`config.mk`:
```
export PLATFORM = sky130hd
export DESIGN_NAME = deadband_sample_compressor_unit
export DESIGN_NICKNAME = d
export VERILOG_FILES = /design/src/hw/rtl/dsc_pkg.sv /design/src/hw/rtl/deadband_sample_compressor_unit.sv
export SDC_FILE = /design/constraint.sdc
export NUM_CORES = 2
export LEC_CHECK = 0
export ABC_AREA = 1
export ABC_CLOCK_PERIOD_IN_PS = 9330
export BUFFER_PORTS_ARGS = -buffer_cell sky130_fd_sc_hd__buf_2
export CORE_ASPECT_RATIO = 0.6
export CORE_UTILIZATION = 39
export CTS_CLUSTER_DIAMETER = 120
export DETAILED_ROUTE_END_ITERATION = 12
export PLACE_DENSITY_LB_ADDON = 0.1
export SLEW_MARGIN = 40
export SYNTH_ARGS = -nofsm -noshare
export SYNTH_HDL_FRONTEND = slang
export SYNTH_SLANG_ARGS = --single-unit
```
`constraint.sdc`:
```
create_clock -name clk -period 9.33 [get_ports clk]
set_input_delay 0 -clock clk [delete_from_list [all_inputs] [get_ports clk]]
set_output_delay 0 -clock clk [all_outputs]
set_load 0.05 [all_outputs]
```
`src/hw/rtl/dsc_pkg.sv`:
```
package dsc_pkg;

    localparam int CFG_DATA_W = 32;
    localparam int DEADBAND_W = 31;

    typedef enum logic [1:0] {
        REG_MIN_TIME        = 2'd0,
        REG_MAX_TIME        = 2'd1,
        REG_VALUE_DEADBAND  = 2'd2,
        REG_SAMPLE_INTERVAL = 2'd3
    } cfg_index_t;

    localparam logic [CFG_DATA_W-1:0] MIN_TIME_RST        = 32'd1000;
    localparam logic [CFG_DATA_W-1:0] MAX_TIME_RST        = 32'd3600000;
    localparam logic [DEADBAND_W-1:0] VALUE_DEADBAND_RST  = 31'd65536;
    localparam logic [CFG_DATA_W-1:0] SAMPLE_INTERVAL_RST = 32'd1000;

endpackage

```
`src/hw/rtl/deadband_sample_compressor_unit.sv`:
```
// A beat is registered in the working stage; one closing the open segment moves
// that segment to the result stage. One sample per cycle unless out_stall backs up;
// the state loop's slot add, span subtract and compares close in the working stage.
// Reset (rst_n, async, active low): both stages empty, time and segment state
// cleared to zero, configuration registers at their default values.
module deadband_sample_compressor_unit #(
    parameter int SAMPLE_WIDTH = 32,
    parameter int TIME_WIDTH   = 48
) (
    input  logic                              clk,
    input  logic                              rst_n,

    input  logic                              cfg_we,
    input  dsc_pkg::cfg_index_t               cfg_index,
    input  logic [dsc_pkg::CFG_DATA_W-1:0]    cfg_data,

    input  logic                              in_valid,
    output logic                              in_stall,
    input  logic signed [SAMPLE_WIDTH-1:0]    sample,
    input  logic                              first_of_buffer,
    input  logic [TIME_WIDTH-1:0]             start_time,

    output logic                              out_valid,
    input  logic                              out_stall,
    output logic [TIME_WIDTH-1:0]             seg_start,
    output logic [TIME_WIDTH-1:0]             seg_end,
    output logic signed [SAMPLE_WIDTH-1:0]    seg_value
);
    import dsc_pkg::*;

    localparam int CMP_W = (SAMPLE_WIDTH > DEADBAND_W) ? SAMPLE_WIDTH : DEADBAND_W;

    // configuration
    logic [CFG_DATA_W-1:0] min_time_reg;
    logic [CFG_DATA_W-1:0] max_time_reg;
    logic [DEADBAND_W-1:0] value_deadband_reg;
    logic [CFG_DATA_W-1:0] sample_interval_reg;

    // input stage
    logic                    s1_valid_reg;
    logic [SAMPLE_WIDTH-1:0] s1_sample_reg;
    logic                    s1_first_reg;
    logic [TIME_WIDTH-1:0]   s1_start_time_reg;

    // segment state
    logic [TIME_WIDTH-1:0]   slot_start_reg;
    logic [TIME_WIDTH-1:0]   open_start_reg;
    logic [TIME_WIDTH-1:0]   open_end_reg;
    logic [SAMPLE_WIDTH-1:0] open_value_reg;

    // result stage
    logic                    out_valid_reg;
    logic [TIME_WIDTH-1:0]   seg_start_reg;
    logic [TIME_WIDTH-1:0]   seg_end_reg;
    logic [SAMPLE_WIDTH-1:0] seg_value_reg;

    logic                    advance;
    logic                    fire;
    logic [TIME_WIDTH-1:0]   interval_ext;
    logic [TIME_WIDTH-1:0]   eff_slot;
    logic [TIME_WIDTH-1:0]   eff_ostart;
    logic [TIME_WIDTH-1:0]   eff_oend;
    logic [SAMPLE_WIDTH-1:0] eff_oval;
    logic [TIME_WIDTH-1:0]   cur_to;
    logic [TIME_WIDTH-1:0]   span;
    logic [SAMPLE_WIDTH-1:0] key_a;
    logic [SAMPLE_WIDTH-1:0] key_b;
    logic [SAMPLE_WIDTH-1:0] val_diff;
    logic                    moved;
    logic                    close_seg;

    assign advance  = !out_valid_reg || !out_stall;
    assign in_stall = s1_valid_reg && !advance;
    assign fire     = s1_valid_reg && advance;

    assign interval_ext = TIME_WIDTH'(sample_interval_reg);

    // a buffer start overrides the running state for this sample
    always_comb
    begin
        if (s1_first_reg)
        begin
            eff_slot   = s1_start_time_reg;
            eff_ostart = s1_start_time_reg;
            eff_oend   = s1_start_time_reg + interval_ext;
            eff_oval   = s1_sample_reg;
        end
        else
        begin
            eff_slot   = slot_start_reg;
            eff_ostart = open_start_reg;
            eff_oend   = open_end_reg;
            eff_oval   = open_value_reg;
        end
    end

    assign cur_to = eff_slot + interval_ext;
    assign span   = (eff_oend >= cur_to) ? (eff_oend - cur_to) : (cur_to - eff_oend);

    // offset binary turns the signed distance into an unsigned one
    assign key_a    = eff_oval ^ {1'b1, {(SAMPLE_WIDTH-1){1'b0}}};
    assign key_b    = s1_sample_reg ^ {1'b1, {(SAMPLE_WIDTH-1){1'b0}}};
    assign val_diff = (key_a >= key_b) ? (key_a - key_b) : (key_b - key_a);
    assign moved    = CMP_W'(val_diff) >= CMP_W'(value_deadband_reg);

    assign close_seg = (moved && (span >= TIME_WIDTH'(min_time_reg)))
                     || (span >= TIME_WIDTH'(max_time_reg));

    always_ff @(posedge clk or negedge rst_n)
    begin
        if (!rst_n)
        begin
            min_time_reg        <= MIN_TIME_RST;
            max_time_reg        <= MAX_TIME_RST;
            value_deadband_reg  <= VALUE_DEADBAND_RST;
            sample_interval_reg <= SAMPLE_INTERVAL_RST;
        end
        else if (cfg_we)
        begin
            case (cfg_index)
                REG_MIN_TIME:        min_time_reg        <= cfg_data;
                REG_MAX_TIME:        max_time_reg        <= cfg_data;
                REG_VALUE_DEADBAND:  value_deadband_reg  <= cfg_data[DEADBAND_W-1:0];
                REG_SAMPLE_INTERVAL: sample_interval_reg <= cfg_data;
                default:             ;
            endcase
        end
    end

    always_ff @(posedge clk or negedge rst_n)
    begin
        if (!rst_n)
        begin
            s1_valid_reg   <= 1'b0;
            out_valid_reg  <= 1'b0;
            slot_start_reg <= '0;
            open_start_reg <= '0;
            open_end_reg   <= '0;
            open_value_reg <= '0;
        end
        else
        begin
            if (!in_stall)
                s1_valid_reg <= in_valid;
            if (advance)
                out_valid_reg <= s1_valid_reg && close_seg;
            if (fire)
            begin
                slot_start_reg <= cur_to;
                if (close_seg)
                begin
                    open_start_reg <= eff_slot;
                    open_end_reg   <= cur_to;
                    open_value_reg <= s1_sample_reg;
                end
                else
                begin
                    open_start_reg <= eff_ostart;
                    open_end_reg   <= eff_oend;
                    open_value_reg <= eff_oval;
                end
            end
        end
    end

    always_ff @(posedge clk)
    begin
        if (in_valid && !in_stall)
        begin
            s1_sample_reg     <= sample;
            s1_first_reg      <= first_of_buffer;
            s1_start_time_reg <= start_time;
        end
        if (fire && close_seg)
        begin
            seg_start_reg <= eff_ostart;
            seg_end_reg   <= eff_slot;
            seg_value_reg <= eff_oval;
        end
    end

    assign out_valid = out_valid_reg;
    assign seg_start = seg_start_reg;
    assign seg_end   = seg_end_reg;
    assign seg_value = seg_value_reg;

    // stall only backs up from a full working stage
    a_stall_needs_item: assert property (@(posedge clk) disable iff (!rst_n)
        in_stall |-> s1_valid_reg)
        else $error("input stalled with empty working stage");

    a_accept_fills: assert property (@(posedge clk) disable iff (!rst_n)
        (in_valid && !in_stall) |=> s1_valid_reg)
        else $error("accepted beat lost before working stage");

    a_out_drains: assert property (@(posedge clk) disable iff (!rst_n)
        (out_valid && !out_stall && !s1_valid_reg) |=> !out_valid)
        else $error("result beat repeated");

    a_no_emit_when_idle: assert property (@(posedge clk) disable iff (!rst_n)
        (!s1_valid_reg && !out_valid) |=> !out_valid)
        else $error("result beat without a sample");

endmodule
```
==> results.txt <==
The run finished with clean final reports. The maximum number of pins on one net before global-route repair came out at approximately 130. In the global route stage, overall resource usage came out at 32.1%. By area, the combinational part of the netlist is dominated by simple AND/OR/NAND/NOR gates.

The worst hold slack across all endpoints came out at 0.0356 ns. The port buffer count came out at 249. The number of flops mapped to enable cells by yosys is 209. TritonCTS built the clock tree. The final critical-path required period came out at 8.94 ns. The clock tree root driver cell is sky130_fd_sc_hd__clkbuf_16.

The synthesized netlist devotes around 2.9% of its cell area to XOR and XNOR gates. The maximum net fanout on the critical path came out at 79. Ranked by total cell area, the synthesized netlist is headed by sky130_fd_sc_hd__dfrtp_1, sky130_fd_sc_hd__nand2_1, sky130_fd_sc_hd__edfxtp_1, sky130_fd_sc_hd__ha_1, sky130_fd_sc_hd__inv_1. The number of vias after detailed routing is 40,300. The number of max-slew violations in the final report came out at 0. The width of the chip is ~410 um. The post-route antenna net violation count came out at 0. The clock tree synthesis step divided the H-tree into 2 levels. The total of warnings raised by yosys is 0. The analysis attributes to cell leakage a power of 24.1 nW.

The post-synthesis instance area came out at 39,800 um^2. The largest incremental delay on the critical path came out at 0.49 ns. The final setup TNS is 0 ns.

The sequential share of the synthesized area is 35.0%. The residual overflow from global routing came out at 0. The count of pins on the block boundary came out at 250. The compound-cell area share of the yosys netlist came out at 12.5%. In this run, the number of DRC markers left after iteration 0 of detailed routing was about 4,900. At the worst endpoint, the required time is 9.70 ns. The core area is 101,000 um^2. After global routing, the most crowded layer is met1. The via count of the first global-routing pass was 35,900. The share of flip-flops with an asynchronous set or reset is 59.3%. The number of maximum-capacitance constraint violations is 0.

The nature of the critical path endpoint is a register. Once the floorplan was initialized, standard cells occupied between 30% and 40% of the core. The remaining design rule violation count is 0. The final count of hold timing violations came out at 0.

The mean area per synthesized cell is 6.95 um^2. The setup-violating endpoint count in the final report is 0. The number of nets handed over by synthesis was around 6,200. Setup repair after global routing left no endpoint under its margin. The ratio of total power to cell area came out at ~390 nW/um^2. Derived from the worst setup path, the maximum achievable clock frequency is 112 MHz. The kind of launch point of the worst setup path is a register. The worst hold path belongs to the class input pin to register.

The number of sinks handled by clock tree synthesis came out at between 500 and 600. The placed wire-length estimate after detailed placement came out at approximately 140,000 um. The count of TritonRoute iterations in the first routing pass is 6. After detailed routing, the number of vias per cell comes to 5.41. The total wirelength of the detailed-routed design is between 150,000 and 200,000 um.

The clock transition at the register clock pins on the worst setup and hold paths after CTS came out at 0.07 ns. The netlist uses 52 different library cells. The die covers 103,000 um^2.

The cell that appears most often on the critical path is sky130_fd_sc_hd__nand2_1. The slew at the pin closest to its max-slew limit is 0.932 ns. The maximum ir drop on the vdd rail is around 0.64 mV. The adder-cell share of the synthesized area is about a tenth. The layout overhead on the synthesized area came out at 15.7%. The met2 demand-to-capacity share in global routing is 36.4%.

The number of antenna violations at the first check in global routing is 6. Dividing the final minimum period by the clock period gives a little over nine tenths. Buffers inserted during clock tree synthesis total 53. From bottom edge to top edge, the die measures 249 um. The slowest stage of the critical path belongs to the cell sky130_fd_sc_hd__ha_1. The synthesis-stage register bit count is 514. The multiplexer fraction of the synthesized cell area came out at 0.226%.

The last weighted congestion value of the routability-driven placer came out at between 1 and 1.5. In the global route stage, met1 resource usage came out at 54.2%. The share of layout cells above drive strength 1 is 8.57%. At the worst endpoint, the arrival time is a little over 9 ns. The critical path is of the register to register type. The source-to-sink clock delay at the later pin of the worst-skew pair is 0.68 ns. The clock skew came out at 0.0526 ns. The synthesized netlist cell count came out at 5,724. The category of cells accounting for the largest share of critical-path delay is simple AND/OR/NAND/NOR gates. The worst max-slew margin expressed relative to the limit came out at around 38%. The clock passes through at most 3 buffers. The count of buffering cells on the critical path with inverters included came out at 10.

The floorplan has 90 rows. Dividing the detail-routed wire length by the instance count gives 22.9 um. For this run, the leading register cell type out of synthesis is sky130_fd_sc_hd__dfrtp_1. The first global-routing pass estimated 246,000 um of wire. The fraction of synthesized cell area taken by the top area cell type is roughly 18%. The met3 demand-to-capacity share in global routing is 11.7%. sky130_fd_sc_hd__dfrtp_1 takes more of the synthesized area than any other cell.

The total number of nets in the final design is approximately 6,500. After Yosys synthesis, and, or, nand and nor cells account for 27.6% of the synthesized area.
logic make-up (layout without fill, tap and decap cells):
family          Yosys count  after routing
simple gates           2647           2647
buf+inv                1179           1568
compound gates          922            922
flops                   514            514
fa+ha+maj               323            323
xor+xnor                130            130
mux                       9              9
other cells               0              3
through the flow:
stage          setup slack (ns)  total power [mW]  area (um^2)  util (%)  cells
2_1_floorplan             0.143              10.6        39800         -   5724
3_3_place_gp              0.284              15.0        42800      42.5   7225
3_5_place_dp              0.147              14.9        42800      42.5   7225
4_1_cts                  0.0852              17.4        45900      45.6   7444
5_1_grt                 0.00351              19.0        46000      45.7   7447
6_report                  0.390              17.8        46000      45.7   7450
layout make-up:
class	count	area, um^2
Timing Repair Buffer	463	3370
Multi-Input combinational cell	4031	21400
Inverter	1006	3790
Fill cell	10400	54800
Antenna cell	3	7.51
Clock inverter	36	453
Clock buffer	63	1410
Tap cell	1334	1670
Sequential cell	514	13900
timing repair:
| action | 4_1_cts | 5_1_grt |
|---|---|---|
| setup buffers | 0 | 2 |
| resized for setup | 0 | 15 |
| hold endpoints to repair | 331 | 0 |
| setup endpoints to repair | 0 | 257 |
| hold buffers | 120 | 0 |
cell usage in the layout (no fill, tap or decap), drive strengths merged, types with 17 or more instances in the layout:
master / Yosys / final
a21o: 25 / 25
a21oi: 391 / 391
a31oi: 19 / 19
buf: 75 / 344
clkbuf: 98 / 63
clkinv: 6 / 22
dfrtp: 281 / 281
dfstp: 24 / 24
dlygate4sd3: 0 / 119
edfxtp: 209 / 209
ha: 317 / 317
inv: 1000 / 1007
nand2: 1756 / 1756
nand3: 341 / 341
nand4: 157 / 157
nor2: 325 / 325
nor3: 35 / 35
o21a: 17 / 17
o21ai: 385 / 385
o21bai: 27 / 27
xnor2: 55 / 55
xor2: 75 / 75
path summary, 6_finish.rpt:
check	from	end	slack (ns)	cells after the start
min in group asynchronous	rst_n	max_time_reg[8]	0.41	3
max reg2reg	s1_first_reg	seg_value[4]	0.39	39
max in group asynchronous	rst_n	slot_start_reg[36]	7.11	5
min reg2reg	open_end_reg[29]	open_end_reg[29]	0.48	2
min	start_time[25]	s1_start_time_reg[25]	0.04	2
max	s1_first_reg	seg_value[4]	0.39	39
metal layers:
layer,up-vias,share of wire [%]
li1,19100,-
met5,-,0.044
met2,2026,33
met4,2,1.6
met1,19100,51
met3,129,14
synthesized netlist by cell type, types with 19 or more instances:
| cell type | n |
|---|---|
| sky130_fd_sc_hd__clkbuf_1 | 98 |
| sky130_fd_sc_hd__buf_2 | 30 |
| sky130_fd_sc_hd__edfxtp_1 | 209 |
| sky130_fd_sc_hd__dfstp_2 | 24 |
| sky130_fd_sc_hd__nand2_1 | 1753 |
| sky130_fd_sc_hd__ha_1 | 317 |
| sky130_fd_sc_hd__inv_1 | 986 |
| sky130_fd_sc_hd__a31oi_1 | 19 |
| sky130_fd_sc_hd__a21o_1 | 25 |
| sky130_fd_sc_hd__o21ai_0 | 379 |
| sky130_fd_sc_hd__a21oi_1 | 391 |
| sky130_fd_sc_hd__nand4_1 | 157 |
| sky130_fd_sc_hd__buf_1 | 23 |
| sky130_fd_sc_hd__o21bai_1 | 27 |
| sky130_fd_sc_hd__xor2_1 | 75 |
| sky130_fd_sc_hd__nor2_1 | 313 |
| sky130_fd_sc_hd__xnor2_1 | 55 |
| sky130_fd_sc_hd__nor3_1 | 34 |
| sky130_fd_sc_hd__dfrtp_1 | 281 |
| sky130_fd_sc_hd__nand3_1 | 338 |
where the power goes:
group | internal [mW] | total [mW] | leakage (nW) | switching, mW
clock network | 1.32 | 2.39 | 0.914 | 1.07
registers | 2.93 | 3.33 | 5.78 | 0.399
logic | 3.43 | 12.1 | 17.4 | 8.64
No activity file was read; power rests on OpenSTA's default activity.
